**config.mk**
```make
export PLATFORM = sky130hd
export DESIGN_NAME = bounded_array_with_aggregates
export DESIGN_NICKNAME = d
export VERILOG_FILES = /design/src/hw/rtl/bawa_pkg.sv /design/src/hw/rtl/bawa_ram.sv /design/src/hw/rtl/bawa_div.sv /design/src/hw/rtl/bounded_array_with_aggregates.sv
export SDC_FILE = /design/constraint.sdc
export NUM_CORES = 1
export LEC_CHECK = 0
export ABC_AREA = 0
export BUFFER_PORTS_ARGS = -buffer_cell sky130_fd_sc_hd__buf_2
export CAP_MARGIN = 20
export CORE_MARGIN = 2
export CORE_UTILIZATION = 33
export CTS_CLUSTER_DIAMETER = 120
export DETAILED_ROUTE_END_ITERATION = 7
export GPL_TIMING_DRIVEN = 0
export PLACE_DENSITY = 0.48
export SLEW_MARGIN = 30
export SYNTH_ARGS = -nofsm -noshare
export SYNTH_HDL_FRONTEND = slang
export SYNTH_SLANG_ARGS = --single-unit
```
**constraint.sdc**
```tcl
create_clock -name clk_i -period 6.3 [get_ports clk_i]
set_clock_uncertainty 0.15 [all_clocks]
set_input_delay 1.26 -clock clk_i [delete_from_list [all_inputs] [get_ports clk_i]]
set_output_delay 1.26 -clock clk_i [all_outputs]
set_load 0.01 [all_outputs]
```
**src/hw/rtl/bawa_pkg.sv**
```systemverilog
// Package with the constants, codes and types of the bounded array block.
`default_nettype none

package bawa_pkg;

  localparam int unsigned DEPTH     = 16;
  localparam int unsigned ADDR_W    = (DEPTH > 1) ? $clog2(DEPTH) : 1;
  localparam int unsigned CNT_W     = $clog2(DEPTH + 1);
  localparam int unsigned WORD_W    = 32;
  localparam int unsigned AVG_W     = 40;
  localparam int unsigned FRAC_W    = 8;
  localparam int unsigned CAP_W     = 5;
  localparam int unsigned REQ_W     = 3;
  localparam int unsigned IDX_W     = 8;
  localparam int unsigned STAT_W    = 2;
  localparam int unsigned FILL_W    = 5;
  localparam int unsigned IN_DATA_W  = 40;
  localparam int unsigned OUT_DATA_W = 80;
  localparam int unsigned PADDR_W   = 3;
  localparam int unsigned PDATA_W   = 32;

  localparam int unsigned DIV_BITS  = 2;
  localparam int unsigned DIV_ITER  = AVG_W / DIV_BITS;
  localparam int unsigned DIV_CNT_W = $clog2(DIV_ITER + 1);

  localparam logic [CAP_W-1:0]  CAP_RESET  = CAP_W'(16);
  localparam logic [WORD_W-1:0] WORD_ONES  = '1;
  localparam logic [AVG_W-1:0]  AVG_EMPTY  = {{(AVG_W - FRAC_W){1'b1}}, {FRAC_W{1'b0}}};
  localparam logic              REG_ACTIVE_CAPACITY = 1'b0;

  typedef enum logic [REQ_W-1:0] {
    REQ_APPEND = 3'd0,
    REQ_GET    = 3'd1,
    REQ_SET    = 3'd2,
    REQ_MAX    = 3'd3,
    REQ_MIN    = 3'd4,
    REQ_SUM    = 3'd5,
    REQ_AVG    = 3'd6
  } req_e;

  typedef enum logic [STAT_W-1:0] {
    STAT_OK     = 2'd0,
    STAT_FULL   = 2'd1,
    STAT_BADIDX = 2'd2,
    STAT_EMPTY  = 2'd3
  } stat_e;

  typedef enum logic [2:0] {
    S_IDLE,
    S_EXEC,
    S_GET,
    S_SCAN,
    S_DIV,
    S_OUT
  } fsm_e;

  typedef struct packed {
    logic              start;
    logic              neg;
    logic [AVG_W-1:0]  dividend;
    logic [CNT_W-1:0]  divisor;
  } div_req_t;

  typedef struct packed {
    logic              done;
    logic [AVG_W-1:0]  quot;
  } div_rsp_t;

endpackage

`default_nettype wire

```
**src/hw/rtl/bawa_ram.sv**
```systemverilog
// Generic single-port-write, single-port-read RAM with a registered read.
`default_nettype none

module bawa_ram #(
  parameter int unsigned Width = 32,
  parameter int unsigned Depth = 16
) (
  input  wire                                        clk_i,
  input  wire                                        we_i,
  input  wire [((Depth > 1) ? $clog2(Depth) : 1)-1:0] waddr_i,
  input  wire [Width-1:0]                            wdata_i,
  input  wire [((Depth > 1) ? $clog2(Depth) : 1)-1:0] raddr_i,
  output logic [Width-1:0]                           rdata_o
);

  logic [Width-1:0] mem_q [Depth];

  always_ff @(posedge clk_i) begin
    if (we_i) begin
      mem_q[waddr_i] <= wdata_i;
    end
    rdata_o <= mem_q[raddr_i];
  end

endmodule

`default_nettype wire

```
**src/hw/rtl/bawa_div.sv**
```systemverilog
// Radix-4 restoring divider for the scaled average, truncating toward zero.
`default_nettype none

module bawa_div
  import bawa_pkg::*;
(
  input  wire           clk_i,
  input  wire           rst_ni,
  input  wire div_req_t req_i,
  output div_rsp_t      rsp_o
);

  logic                 busy_q;
  logic                 done_q;
  logic [DIV_CNT_W-1:0] iter_q;
  logic [AVG_W-1:0]     quo_q, quo_d;
  logic [CNT_W-1:0]     rem_q, rem_d;
  logic [CNT_W-1:0]     dvs_q;
  logic                 neg_q;
  logic [CNT_W:0]       trial;

  always_comb begin
    quo_d = quo_q;
    rem_d = rem_q;
    trial = '0;
    for (int k = 0; k < DIV_BITS; k++) begin
      trial = {rem_d, quo_d[AVG_W-1]};
      quo_d = {quo_d[AVG_W-2:0], 1'b0};
      if (trial >= {1'b0, dvs_q}) begin
        trial    = trial - {1'b0, dvs_q};
        quo_d[0] = 1'b1;
      end
      rem_d = trial[CNT_W-1:0];
    end
  end

  always_ff @(posedge clk_i or negedge rst_ni) begin
    if (!rst_ni) begin
      busy_q <= 1'b0;
      done_q <= 1'b0;
      iter_q <= '0;
    end else begin
      done_q <= 1'b0;
      if (req_i.start) begin
        busy_q <= 1'b1;
        iter_q <= '0;
      end else if (busy_q) begin
        iter_q <= iter_q + DIV_CNT_W'(1);
        if (iter_q == DIV_CNT_W'(DIV_ITER - 1)) begin
          busy_q <= 1'b0;
          done_q <= 1'b1;
        end
      end
    end
  end

  always_ff @(posedge clk_i) begin
    if (req_i.start) begin
      quo_q <= req_i.dividend;
      rem_q <= '0;
      dvs_q <= req_i.divisor;
      neg_q <= req_i.neg;
    end else if (busy_q) begin
      quo_q <= quo_d;
      rem_q <= rem_d;
    end
  end

  assign rsp_o.done = done_q;
  assign rsp_o.quot = neg_q ? (~quo_q + AVG_W'(1)) : quo_q;

endmodule

`default_nettype wire

```
**src/hw/rtl/bounded_array_with_aggregates.sv**
```systemverilog
// Top level of the bounded word store with max, min, sum and average requests.
//
// Channel   Direction  Handshake               Word
// s_axis    in         tvalid/tready           tdata: index, value; tuser: req_type
// m_axis    out        tvalid/tready           tdata: data, average, fill_count; tuser: status
// apb       in         psel/penable/pready     active_capacity at address 0
//
// One request is taken at a time. Get reads the element memory only at a valid index.
// Max, min and sum read the stored words one after another through the single read port
// of the element memory; average on a non-empty store then runs the radix-4 divider.
// Reset empties the store and sets the capacity to 16.
// A result waiting in the output register does not block the next request; a second
// result waits until the first one has been taken.
`default_nettype none

module bounded_array_with_aggregates
  import bawa_pkg::*;
(
  input  wire                    clk_i,
  input  wire                    rst_ni,
  // tdata: index [7:0], value [39:8]
  input  wire [IN_DATA_W-1:0]    s_axis_tdata_i,
  // tuser: req_type [2:0]
  input  wire [REQ_W-1:0]        s_axis_tuser_i,
  input  wire                    s_axis_tvalid_i,
  output logic                   s_axis_tready_o,
  // tdata: data [31:0], average [71:32], fill_count [76:72], zero [79:77]
  output logic [OUT_DATA_W-1:0]  m_axis_tdata_o,
  // tuser: status [1:0]
  output logic [STAT_W-1:0]      m_axis_tuser_o,
  output logic                   m_axis_tvalid_o,
  input  wire                    m_axis_tready_i,
  input  wire                    psel_i,
  input  wire                    penable_i,
  input  wire                    pwrite_i,
  input  wire [PADDR_W-1:0]      paddr_i,
  input  wire [PDATA_W-1:0]      pwdata_i,
  output logic [PDATA_W-1:0]     prdata_o,
  output logic                   pready_o
);

  fsm_e              state_q, state_d;
  req_e              req_q;
  logic [IDX_W-1:0]  idx_q;
  logic [WORD_W-1:0] val_q;
  logic [CNT_W-1:0]  cnt_q;
  logic [CAP_W-1:0]  cap_q;
  logic [CNT_W-1:0]  ptr_q;
  logic              rd_vld_q;
  logic              have_q;
  logic [WORD_W-1:0] sum_q;
  logic [WORD_W-1:0] best_q;
  logic [WORD_W-1:0] res_data_q;
  logic [AVG_W-1:0]  res_avg_q;
  stat_e             res_stat_q;
  logic              out_vld_q;
  logic [WORD_W-1:0] out_data_q;
  logic [AVG_W-1:0]  out_avg_q;
  stat_e             out_stat_q;
  logic [FILL_W-1:0] out_fill_q;

  logic              in_acc;
  logic              full;
  logic              bad_idx;
  logic              scan_issue;
  logic              scan_done;
  logic              out_load;
  logic              better;
  logic              ram_we;
  logic [ADDR_W-1:0] ram_waddr;
  logic [ADDR_W-1:0] ram_raddr;
  logic [WORD_W-1:0] ram_rdata;
  logic [AVG_W-1:0]  scaled;
  div_req_t          div_req;
  div_rsp_t          div_rsp;

  assign in_acc  = s_axis_tvalid_i && s_axis_tready_o;
  assign full    = (32'(cnt_q) >= 32'(cap_q)) || (32'(cnt_q) >= 32'(DEPTH));
  assign bad_idx = 32'(idx_q) >= 32'(cnt_q);
  assign better  = (req_q == REQ_MAX) ? ($signed(ram_rdata) > $signed(best_q))
                                      : ($signed(ram_rdata) < $signed(best_q));
  assign scaled  = {sum_q, {FRAC_W{1'b0}}};

  always_comb begin
    s_axis_tready_o = 1'b0;
    ram_we          = 1'b0;
    ram_waddr       = ADDR_W'(idx_q);
    ram_raddr       = ADDR_W'(idx_q);
    scan_issue      = 1'b0;
    scan_done       = 1'b0;
    out_load        = 1'b0;
    case (state_q)
      S_IDLE: begin
        s_axis_tready_o = 1'b1;
      end
      S_EXEC: begin
        if (req_q == REQ_APPEND) begin
          ram_we    = !full;
          ram_waddr = ADDR_W'(cnt_q);
        end else if (req_q == REQ_SET) begin
          ram_we = !bad_idx;
        end
      end
      S_SCAN: begin
        ram_raddr  = ADDR_W'(ptr_q);
        scan_issue = ptr_q < cnt_q;
        scan_done  = (ptr_q >= cnt_q) && !rd_vld_q;
      end
      S_OUT: begin
        out_load = !out_vld_q || m_axis_tready_i;
      end
      default: begin
      end
    endcase
  end

  always_comb begin
    state_d = state_q;
    case (state_q)
      S_IDLE: begin
        if (in_acc) begin
          state_d = S_EXEC;
        end
      end
      S_EXEC: begin
        case (req_q)
          REQ_GET: state_d = bad_idx ? S_OUT : S_GET;
          REQ_MAX, REQ_MIN, REQ_SUM, REQ_AVG: state_d = S_SCAN;
          default: state_d = S_OUT;
        endcase
      end
      S_GET: state_d = S_OUT;
      S_SCAN: begin
        if (scan_done) begin
          state_d = (req_q == REQ_AVG && cnt_q != '0) ? S_DIV : S_OUT;
        end
      end
      S_DIV: begin
        if (div_rsp.done) begin
          state_d = S_OUT;
        end
      end
      S_OUT: begin
        if (out_load) begin
          state_d = S_IDLE;
        end
      end
      default: state_d = S_IDLE;
    endcase
  end

  always_ff @(posedge clk_i or negedge rst_ni) begin
    if (!rst_ni) begin
      state_q   <= S_IDLE;
      cnt_q     <= '0;
      cap_q     <= CAP_RESET;
      rd_vld_q  <= 1'b0;
      out_vld_q <= 1'b0;
    end else begin
      state_q  <= state_d;
      rd_vld_q <= scan_issue;
      if (state_q == S_EXEC && req_q == REQ_APPEND && !full) begin
        cnt_q <= cnt_q + CNT_W'(1);
      end
      if (psel_i && penable_i && pwrite_i && paddr_i[2] == REG_ACTIVE_CAPACITY) begin
        cap_q <= pwdata_i[CAP_W-1:0];
      end
      if (out_load) begin
        out_vld_q <= 1'b1;
      end else if (m_axis_tready_i) begin
        out_vld_q <= 1'b0;
      end
    end
  end

  always_ff @(posedge clk_i) begin
    if (in_acc) begin
      req_q <= req_e'(s_axis_tuser_i);
      idx_q <= s_axis_tdata_i[IDX_W-1:0];
      val_q <= s_axis_tdata_i[IDX_W +: WORD_W];
    end
    case (state_q)
      S_EXEC: begin
        ptr_q     <= '0;
        sum_q     <= '0;
        have_q    <= 1'b0;
        res_avg_q <= '0;
        if (req_q == REQ_GET && bad_idx) begin
          res_data_q <= WORD_ONES;
        end else begin
          res_data_q <= '0;
        end
        case (req_q)
          REQ_APPEND: res_stat_q <= full ? STAT_FULL : STAT_OK;
          REQ_GET, REQ_SET: res_stat_q <= bad_idx ? STAT_BADIDX : STAT_OK;
          default: res_stat_q <= STAT_OK;
        endcase
      end
      S_GET: begin
        res_data_q <= ram_rdata;
      end
      S_SCAN: begin
        if (scan_issue) begin
          ptr_q <= ptr_q + CNT_W'(1);
        end
        if (rd_vld_q) begin
          sum_q  <= sum_q + ram_rdata;
          have_q <= 1'b1;
          if (!have_q || better) begin
            best_q <= ram_rdata;
          end
        end
        if (scan_done) begin
          case (req_q)
            REQ_MAX, REQ_MIN: begin
              if (cnt_q == '0) begin
                res_data_q <= WORD_ONES;
                res_stat_q <= STAT_EMPTY;
              end else begin
                res_data_q <= best_q;
              end
            end
            REQ_AVG: begin
              if (cnt_q == '0) begin
                res_data_q <= WORD_ONES;
                res_avg_q  <= AVG_EMPTY;
                res_stat_q <= STAT_EMPTY;
              end else begin
                res_data_q <= sum_q;
              end
            end
            default: res_data_q <= sum_q;
          endcase
        end
      end
      S_DIV: begin
        if (div_rsp.done) begin
          res_avg_q <= div_rsp.quot;
        end
      end
      default: begin
      end
    endcase
    if (out_load) begin
      out_data_q <= res_data_q;
      out_avg_q  <= res_avg_q;
      out_stat_q <= res_stat_q;
      out_fill_q <= FILL_W'(cnt_q);
    end
  end

  assign div_req.start    = scan_done && req_q == REQ_AVG && cnt_q != '0;
  assign div_req.neg      = sum_q[WORD_W-1];
  assign div_req.dividend = sum_q[WORD_W-1] ? (~scaled + AVG_W'(1)) : scaled;
  assign div_req.divisor  = cnt_q;

  bawa_div u_div (
    .clk_i  (clk_i),
    .rst_ni (rst_ni),
    .req_i  (div_req),
    .rsp_o  (div_rsp)
  );

  bawa_ram #(
    .Width (WORD_W),
    .Depth (DEPTH)
  ) u_ram (
    .clk_i   (clk_i),
    .we_i    (ram_we),
    .waddr_i (ram_waddr),
    .wdata_i (val_q),
    .raddr_i (ram_raddr),
    .rdata_o (ram_rdata)
  );

  assign m_axis_tvalid_o = out_vld_q;
  assign m_axis_tdata_o  = {{(OUT_DATA_W - WORD_W - AVG_W - FILL_W){1'b0}},
                            out_fill_q, out_avg_q, out_data_q};
  assign m_axis_tuser_o  = out_stat_q;
  assign pready_o        = 1'b1;
  assign prdata_o        = (paddr_i[2] == REG_ACTIVE_CAPACITY) ? PDATA_W'(cap_q) : '0;

  a_count_bounded: assert property (@(posedge clk_i) disable iff (!rst_ni)
    32'(cnt_q) <= 32'(DEPTH))
    else $error("fill count beyond the built depth");

  a_append_counts: assert property (@(posedge clk_i) disable iff (!rst_ni)
    (state_q == S_EXEC && req_q == REQ_APPEND && !full) |=>
      cnt_q == $past(cnt_q) + CNT_W'(1))
    else $error("successful append did not raise the fill count");

  a_read_in_scan: assert property (@(posedge clk_i) disable iff (!rst_ni)
    rd_vld_q |-> state_q == S_SCAN)
    else $error("scan read word returned outside the scan");

  a_div_done_waited: assert property (@(posedge clk_i) disable iff (!rst_ni)
    div_rsp.done |-> state_q == S_DIV)
    else $error("divider finished while nobody waited for it");

endmodule

`default_nettype wire

```
# Word level (Yosys, flattened, before mapping)
# Memories as Yosys holds them, arrays and structs flattened. A register that Yosys moved wholly into a read port is not among the register bits.
# Index checks and enable logic that the tools add are counted.
[word_totals]
ff_bits = 339
latch_bits = 0
ram_bits = 512
rom_bits = 0
input_bits = 85
out_inout_bits = 117
mem_count = 1
[memory_table]
columns = ["name", "depth", "width", "rd", "rd_ports_with_merged_regs", "wr", "line", "source"]
rows = [
  ["u_ram.mem_q", 16, 32, 1, 1, 1, "bawa_ram.sv:16", "logic [Width-1:0] mem_q [Depth];"],
]
[classes]
addsub = 8
mul = 0
div_mod_pow = 0
order_cmp = 9
n_eq_ne = 21
shift = 0
muxes = 64
bitwise_logic = 3
n_reduce_logical = 39
[op_table]
columns = ["operator", "n"]
rows = [
  ["$mux W40", 8],
  ["$mux W32", 5],
  ["$pmux W32 S2", 2],
  ["$pmux W40 S3", 1],
  ["$pmux W32 S3", 1],
  ["$add A40 B1 Y40 const B", 2],
  ["$not A40 Y40", 2],
  ["$add A32 B32 Y32", 1],
  ["$gt A32 B32 Y1", 1],
  ["$lt A32 B32 Y1", 1],
  ["$mux W5", 6],
  ["$mux W1", 23],
  ["$pmux W3 S6", 1],
  ["$ne A2 B2 Y1 const B", 8],
  ["$add A5 B1 Y5 const B", 3],
  ["$eq A3 B3 Y1 const B", 5],
  ["$mux W3", 5],
  ["$eq A3 B2 Y1 const B", 4],
  ["$ge A6 B5 Y1", 2],
  ["$mux W4", 3],
  ["$logic_and A1 B1 Y1", 11],
  ["$ge A5 B5 Y1", 2],
  ["$pmux W5 S2", 1],
  ["$sub A5 B5 Y5", 2],
  ["25 further kinds", 44],
]

# Depth between registers and ports, before layout
# Gate-level depths: netlist of run 1.
[depth]
depth_word = 7
mapped_depth = 16
ltp_nobuf = 16

# By module
# Synthesis of run 1 repeated with hierarchy kept, for this count alone.
[unflattened]
cells_unflattened = 2385
hier_area_um2 = 38006.5
[modules_own_cells]
columns = ["mod", "n_inst", "cells_each", "area_per_inst_um2", "seq_area_each_um2"]
rows = [
  ["bawa_ram", 1, 838, 19835.3, 16015.4],
  ["bounded_array_with_aggregates", 1, 1210, 14367.5, 8364.3],
  ["bawa_div", 1, 337, 3803.6, 1656.6],
]

# Worst setup path before layout of run 1
# Ideal clock, no wire load.
[synth_path]
kind = "input to register"
from = "in m_axis_tready_i"
to = "reg out_stat_q[0] (netlist: m_axis_tuser_o[0]) (enable)"
setup_ps = 614
arrival_time_ps = 6719
required_time_ps = 5536
path_slack_ps = -1183
stages = 2
n_path_buf = 0
cell_sequence = "nor2b_1 > nor3_1"
[synth_between]
elab_chain_cells = 2
[synth_lines]
columns = ["element", "line", "source"]
rows = [
  ["from (decl)", "bounded_array_with_aggregates.sv:32", "input wire m_axis_tready_i,"],
  ["$logic_or A1 B1 Y1", "bounded_array_with_aggregates.sv:110", "out_load = !out_vld_q || m_axis_tready_i;"],
  ["$mux W1", "bounded_array_with_aggregates.sv:92", "case (state_q)"],
  ["named net out_load", "bounded_array_with_aggregates.sv:67", "logic out_load;"],
  ["to (signal assigned)", "bounded_array_with_aggregates.sv:247", "out_stat_q <= res_stat_q;"],
  ["to (decl)", "bounded_array_with_aggregates.sv:59", "stat_e out_stat_q;"],
]
# The timed path passes the listed nets, and every way through them passes these cells.
# A chain may end at the register's enable or synchronous reset.

# Worst setup path in the final report of run 1
[layout_path]
from = "reg state_q[0]"
to = "reg u_ram.rdata_o[24], read port of u_ram.mem_q"
[layout_between]
elab_chain_cells = 2
[layout_lines]
columns = ["element", "line", "source"]
rows = [
  ["from (decl)", "bounded_array_with_aggregates.sv:42", "fsm_e state_q, state_d;"],
  ["from (signal assigned)", "bounded_array_with_aggregates.sv:160", "state_q <= state_d;"],
  ["$eq A3 B2 Y1", "bounded_array_with_aggregates.sv:92", ""],
  ["$mux W4", "bounded_array_with_aggregates.sv:92", ""],
  ["to (decl)", "bawa_ram.sv:13", "output logic [Width-1:0] rdata_o"],
]
# No other way between the ends.

==> flow_summary.json, run 1 <==
{
  "synth-edff-count": 824,
  "endpoint_kind": "flip-flop",
  "finalInstanceArea_mm2": 0.0450,
  "syn_inst": 2432,
  "arrival_ns": 4.99,
  "wirelength_um": 95100,
  "root_buffer": "clkbuf_16",
  "drc": 0,
  "avgSynthCellArea_um2": 15.6,
  "worst_hold_slack_ns": 0.267,
  "p_leak_nw": 15.7,
  "async_flop_share_pct": 2.49,
  "critPathKind": "flip-flop to flip-flop",
  "crit_required_ns": 6.64,
  "die_x_um": 343,
  "num_rows": 124,
  "ioPinCount": 202,
  "grt_overflow": 0,
  "synth-xor-area-share_pct": 2.27,
  "synthSimpleGateAreaFrac_pct": 6.13,
  "synthTopCellsByCount": "edfxtp_1 (824), nand2_1 (138), mux4_2 (128)",
  "tightest_slew_ns": 0.996,
  "place.port_buffers": 141,
  "synth_area_mm2": 0.0378,
  "critPathMostFrequentCell": "buf_2",
  "fillers": 10500,
  "place.gp.congestion": 0.879,
  "setup_violations": 0,
  "clk_pin_slew_ns": 0.07,
  "slew_headroom_pct": 33.3,
  "fin_crit_ns": 4.66,
  "power_density_mw_per_mm2": 393,
  "vdd_ir_drop_max_mv": 0.245,
  "antenna_found_initial": 6,
  "initial_utilization_pct": 33.2,
  "fin_crit_sh_pct": 73.9,
  "place_area_mm2": 0.0418,
  "synth.largest_area_cell": "edfxtp_1",
  "detail_route.iter0.violations": 1683,
  "die_h_um": 343,
  "hold_class": "flip-flop to flip-flop",
  "synth_top_family_by_area": "compound AO/OA/AOI/OAI gates",
  "firstDrtPassIters": 7,
  "crit_cells": 12,
  "worstPathCellList": "buf_2 > nor2b_1 > clkbuf_1 > nand2_2 > inv_2 > a21oi_1 > buf_2 > buf_2 > buf_1 > mux4_2 > nand2_1 > a31oi_1",
  "synth_seq_cells": 883,
  "synth_top_area_share_pct": 65.4,
  "maxCapViolCount": 0,
  "cts_buffer_depth": 3,
  "whs_path_depth": 0,
  "ys_seq_area_share_pct": 68.8,
  "reg2reg_slack_ns": 1.64,
  "postCtsSetupBuffers": 0,
  "first_global_vias": 22600,
  "grt_pass1_wl_um": 142000,
  "cts_buffers": 96,
  "rsz0062_at_grt": "false",
  "synth-compound-area-share_pct": 8.33,
  "antenna_left": 0,
  "fmax_mhz": 215,
  "syn_to_final_growth_pct": 19.0,
  "viasPerCell": 5.02,
  "htreeDepth": 3,
  "cp-start-kind": "flip-flop",
  "synth_mux_area_share_pct": 8.29,
  "cts_resized": 0,
  "crit_slowest_cell": "buf_1",
  "synthAdderAreaFrac_pct": 3.27,
  "yosys_warnings": 0,
  "wire_per_inst_um": 21.9,
  "slew_viol_final": 0,
  "cts_tree": "done",
  "core_mm2": 0.114,
  "synth_ff_type": "edfxtp_1",
  "vias": 21800,
  "path_buf_inv": 6,
  "status": "complete, no violations",
  "synthTopCellsByArea": "edfxtp_1 (65%), mux4_2 (7.6%), ha_1 (3.1%)",
  "worstRegToRegCells": 12,
  "synth_most_common_cell": "edfxtp_1",
  "synthDistinctLibCells": 75,
  "critPathMaxFanout": 10,
  "grt.total_usage_pct": 16.2,
  "fp.dieArea_mm2": 0.117,
  "drive_gt1_share_pct": 20.3,
  "cp_slowest_stage_delay_ns": 0.71,
  "finalHoldViolations": 0,
  "dp_hpwl_um": 69200,
  "cts_hold_buf": 0,
  "insertion_delay_ns": 0.69,
  "cts.sinks": 883,
  "fin_util_pct": 39.5,
  "grt_max_degree": 41,
  "final_nets": 2930,
  "critical-path-top-delay-family": "buffers and inverters"
}
-- state kept, by name (all words and copies together) (netlist names), 2 cells and up --
name            flops
m_axis_tuser_o      2
out_fill_q          5
u_ram.rdata_o      32
best_q             32
u_div.iter_q        5
req_q               3
res_stat_q          2
u_div.dvs_q         5
out_data_q         32
u_div.rem_q         5
u_ram.mem_q       512
idx_q               8
res_data_q         32
sum_q              32
cnt_q               5
val_q              32
out_avg_q          40
state_q             3
ptr_q               5
u_div.quo_q        40
cap_q               5
res_avg_q          40
-- power breakdown --
| part | switching (mW) | leakage [nW] | internal, mW |
|---|---|---|---|
| Combinational | 2.60 | 6.07 | 1.64 |
| Clock | 2.35 | 1.53 | 3.19 |
| Sequential | 0.577 | 8.10 | 7.35 |
| Total | 5.52 | 15.7 | 12.2 |
-- path summary, 6_finish.rpt --
| path | start | to |
|---|---|---|
| worst min-delay path | res_avg_q[17]$_SDFFCE_PN0P_ | out_avg_q[17]$_DFFE_PP_ |
| max in group asynchronous | rst_ni | u_div.iter_q[3]$_DFFE_PN0P_ |
| worst max-delay path | state_q[0]$_DFFE_PN0P_ | u_ram.rdata_o[24]$_DFF_P_ |
| worst max register to register | state_q[0]$_DFFE_PN0P_ | u_ram.rdata_o[24]$_DFF_P_ |
| min in group asynchronous | rst_ni | u_div.done_q$_DFF_PN0_ |
| worst min register to register | res_avg_q[17]$_SDFFCE_PN0P_ | out_avg_q[17]$_DFFE_PP_ |
-- per-stage QoR --
stage	TNS [ns]	power, mW	worst slack [ns]	instances
2_1_floorplan	0	10.7	1.10	2461
6_report	0	17.7	1.64	4341
4_1_cts	0	17.9	1.58	4340
3_3_place_gp	-387.80	12.2	-0.839	4114
5_1_grt	0	18.6	1.43	4340
3_5_place_dp	0	12.3	1.59	4162
-- cells in the final DEF (no fill, tap or decap), types with 31 or more instances in the layout --
cell / instances
nand2_1: 138
ha_1: 94
a21oi_1: 88
a21o_1: 62
and2_1: 36
buf_2: 151
nor2_1: 111
clkbuf_16: 96
xor2_1: 73
a211oi_1: 43
nor3_1: 33
dfxtp_1: 37
o21ai_0: 76
buf_4: 42
conb_1: 31
clkbuf_1: 96
edfxtp_1: 824
inv_1: 101
buf_16: 34
mux4_2: 128
o221ai_1: 35
a31oi_1: 39
-- worst reg2reg max path: cells and delay by family, from the launching register on --
family                 cells  cell delay [ns]
DFF                        1             0.36
buffers and inverters      6             2.16
muxes                      1             0.38
and+or+nand+nor            3             0.57
AOI/OAI and AO/OA          2             0.87
-- layer usage --
layer  vias up  GRT usage [%]  wire, µm
met1     11000           20.4     40200
met3       153           2.40      4010
met4         2           5.25      2700
li1      10100              -         -
met5         -              0        13
met2       553           28.5     48200
-- layout make-up --
type	count	area, µm²	share of cell area (%)
repair buffers	189	1800	4.00
flip-flops and latches	883	26000	57.8
plain buffers	147	707	1.57
diodes	1	2.50	0.00556
clock buffers	111	2490	5.53
clock inverters	67	668	1.48
well taps	1512	1890	4.20
inverters	103	387	0.859
multi-input cells	1328	11000	24.5
-- kinds of logic (layout without fill, tap and decap cells) --
logic type / after synthesis / in the layout
mux: 152 / 152
fa+ha+maj: 97 / 97
compound gates: 473 / 473
other cells: 2 / 32
simple gates: 477 / 477
xor+xnor: 98 / 98
flops: 883 / 883
buf+inv: 250 / 617
No activity file was read; power rests on OpenSTA's default activity.
==> inputs of run 2 (changes only) <==
- clock period: 6.3 -> 3.9 ns (I/O delays scaled with it)
==> run 2 against run 1 <==
Effect of this change:
- flip-flop and latch count stayed put
- fmax grew 27%
- highest routed layer is now met4
- combinational power up 65%
==> flow_summary.json, run 2 (synthesized netlist as in run 1, its figures left out) <==
{
  "status": "complete, no violations",
  "cts_buffer_depth": 3,
  "initial_utilization_pct": 33.2,
  "grt_pass1_wl_um": 144000,
  "root_buffer": "clkbuf_16",
  "fin_crit_sh_pct": 93.9,
  "place.gp.congestion": 0.883,
  "firstDrtPassIters": 7,
  "finalInstanceArea_mm2": 0.0455,
  "power_frac_seq_pct": 43.7,
  "cts_buffers": 97,
  "endpoint_kind": "flip-flop",
  "fin_crit_ns": 3.66,
  "power_density_mw_per_mm2": 644,
  "critPathMaxFanout": 14,
  "place.port_buffers": 141,
  "finalHoldViolations": 0,
  "fp.dieArea_mm2": 0.117,
  "p_int_mw": 20.3,
  "wirelength_um": 95500,
  "num_rows": 124,
  "antenna_found_initial": 6,
  "dp_hpwl_um": 69000,
  "detail_route.iter0.violations": 1599,
  "rsz0062_at_grt": "false",
  "fillers": 10600,
  "grt_max_degree": 30,
  "core_mm2": 0.114,
  "final_common_cell": "edfxtp_1",
  "die_x_um": 343,
  "grt.total_usage_pct": 16.4,
  "vias": 21700,
  "largest_reg_flops": 512,
  "htreeDepth": 3,
  "layout_common_cells": "edfxtp_1 (824), buf_2 (152), nand2_1 (136)",
  "die_h_um": 343,
  "cp-start-kind": "flip-flop",
  "multi_input_area_mm2": 0.0112,
  "clk_pin_slew_ns": 0.06,
  "vdd_ir_drop_max_mv": 0.376,
  "slew_headroom_pct": 31.7,
  "slew_viol_final": 0,
  "drc": 0,
  "first_global_vias": 22900,
  "ioPinCount": 202,
  "ff_latch_area_mm2": 0.0260,
  "maxCapViolCount": 0,
  "viasPerCell": 4.99,
  "largest_register": "u_ram.mem_q",
  "p_sw_share_pct": 30.8,
  "power.share.clock_pct": 32.3,
  "syn_to_final_growth_pct": 20.2,
  "cts.sinks": 883,
  "worst_hold_slack_ns": 0.122,
  "cts_tree": "done",
  "hold_class": "input pin to flip-flop",
  "grt_overflow": 0,
  "insertion_delay_ns": 0.68,
  "wire_per_inst_um": 22.0,
  "arrival_ns": 3.89,
  "final_nets": 2942,
  "drive_gt1_share_pct": 21.9,
  "tightest_slew_ns": 1.02,
  "place_area_mm2": 0.0418,
  "p_sw_mw": 9.02,
  "fmax_mhz": 273,
  "setup_violations": 0,
  "p_leak_nw": 15.9,
  "antenna_left": 0,
  "crit_required_ns": 4.13,
  "p_comb_share_pct": 23.9,
  "critPathKind": "flip-flop to flip-flop"
}
-- run 2: changes by cell type in the layout (fill, tap and decap cells not counted), sizes merged, moves of 2 or more --
cell	change
clkinv	-19
inv	+2
clkinvlp	-2
buf	+5
clkbuf	+17
bufinv	+5
-- run 2: what timing repair did --
item                       CTS  global route
hold buffers                 1             0
setup endpoints to repair  657           473
hold endpoints to repair    21             0
gates resized for setup     51            18
buffers inserted             7             6
pin swaps                    8             4
cloned                       1             0
-- run 2: per-stage QoR --
stage	TNS, ns	power, mW	setup slack, ns	cells	util (%)
floorplan	-298.09	17.3	-0.566	2461	-
global placement	-1815.38	19.6	-3.20	4114	35.6
detailed placement	-302.19	19.9	-0.772	4158	36.7
finish	0	29.3	0.237	4352	39.9
CTS	0	29.6	0.00611	4345	39.8
global route	0	30.8	0.00257	4351	39.9
-- run 2: final timing paths --
check | start | to | slack (ns) | depth (start not counted)
max in group asynchronous | rst_ni | cnt_q[0]$_DFFE_PN0P_ | 2.71 | 2
min in group asynchronous | rst_ni | cnt_q[1]$_DFFE_PN0P_ | 0.49 | 2
worst min register to register | res_avg_q[25]$_SDFFCE_PN0P_ | out_avg_q[25]$_DFFE_PP_ | 0.27 | 0
worst max-delay path | cnt_q[0]$_DFFE_PN0P_ | u_ram.mem_q[1][13]$_DFFE_PP_ | 0.24 | 11
worst min-delay path | s_axis_tdata_i[16] | val_q[8]$_DFFE_PP_ | 0.12 | 1
worst max register to register | cnt_q[0]$_DFFE_PN0P_ | u_ram.mem_q[1][13]$_DFFE_PP_ | 0.24 | 11
-- run 2: routing by layer --
| metal | share of wire [%] | track usage, % |
|---|---|---|
| met1 | 43 | 20.8 |
| met2 | 51 | 28.9 |
| met3 | 3.7 | 2.27 |
| met4 | 2.8 | 4.99 |
| met5 | 0 | 0 |
-- run 2: cell type report --
type | count | area share [%]
Inverter | 103 | 0.850
Timing Repair Buffer | 199 | 4.11
Tap cell | 1512 | 4.16
Antenna cell | 1 | 0.00550
Clock inverter | 53 | 1.57
Multi-Input combinational cell | 1329 | 24.6
Buffer | 147 | 1.69
Sequential cell | 883 | 57.2
Clock buffer | 125 | 5.75
-- run 2: power by group through the flow --
stage               registers (mW)  logic [mW]  clock network [mW]
floorplan                     12.7        4.53                   0
global placement              13.1        6.59                   0
detailed placement            13.0        6.84                   0
CTS                           12.8        7.01                9.76
global route                  13.0        7.77                10.1
finish                        12.8        7.00                9.48
-- run 2: worst max-delay path: stages (launching register included) --
cell       delay (ns)
dfrtp_2          0.51
inv_1            0.20
ha_1             0.32
nand2b_1         0.14
a21o_1           0.17
a21o_1           0.17
a21o_1           0.24
a2111oi_4        0.52
o221ai_2         0.30
nor2_4           0.26
buf_16           0.18
buf_16           0.17
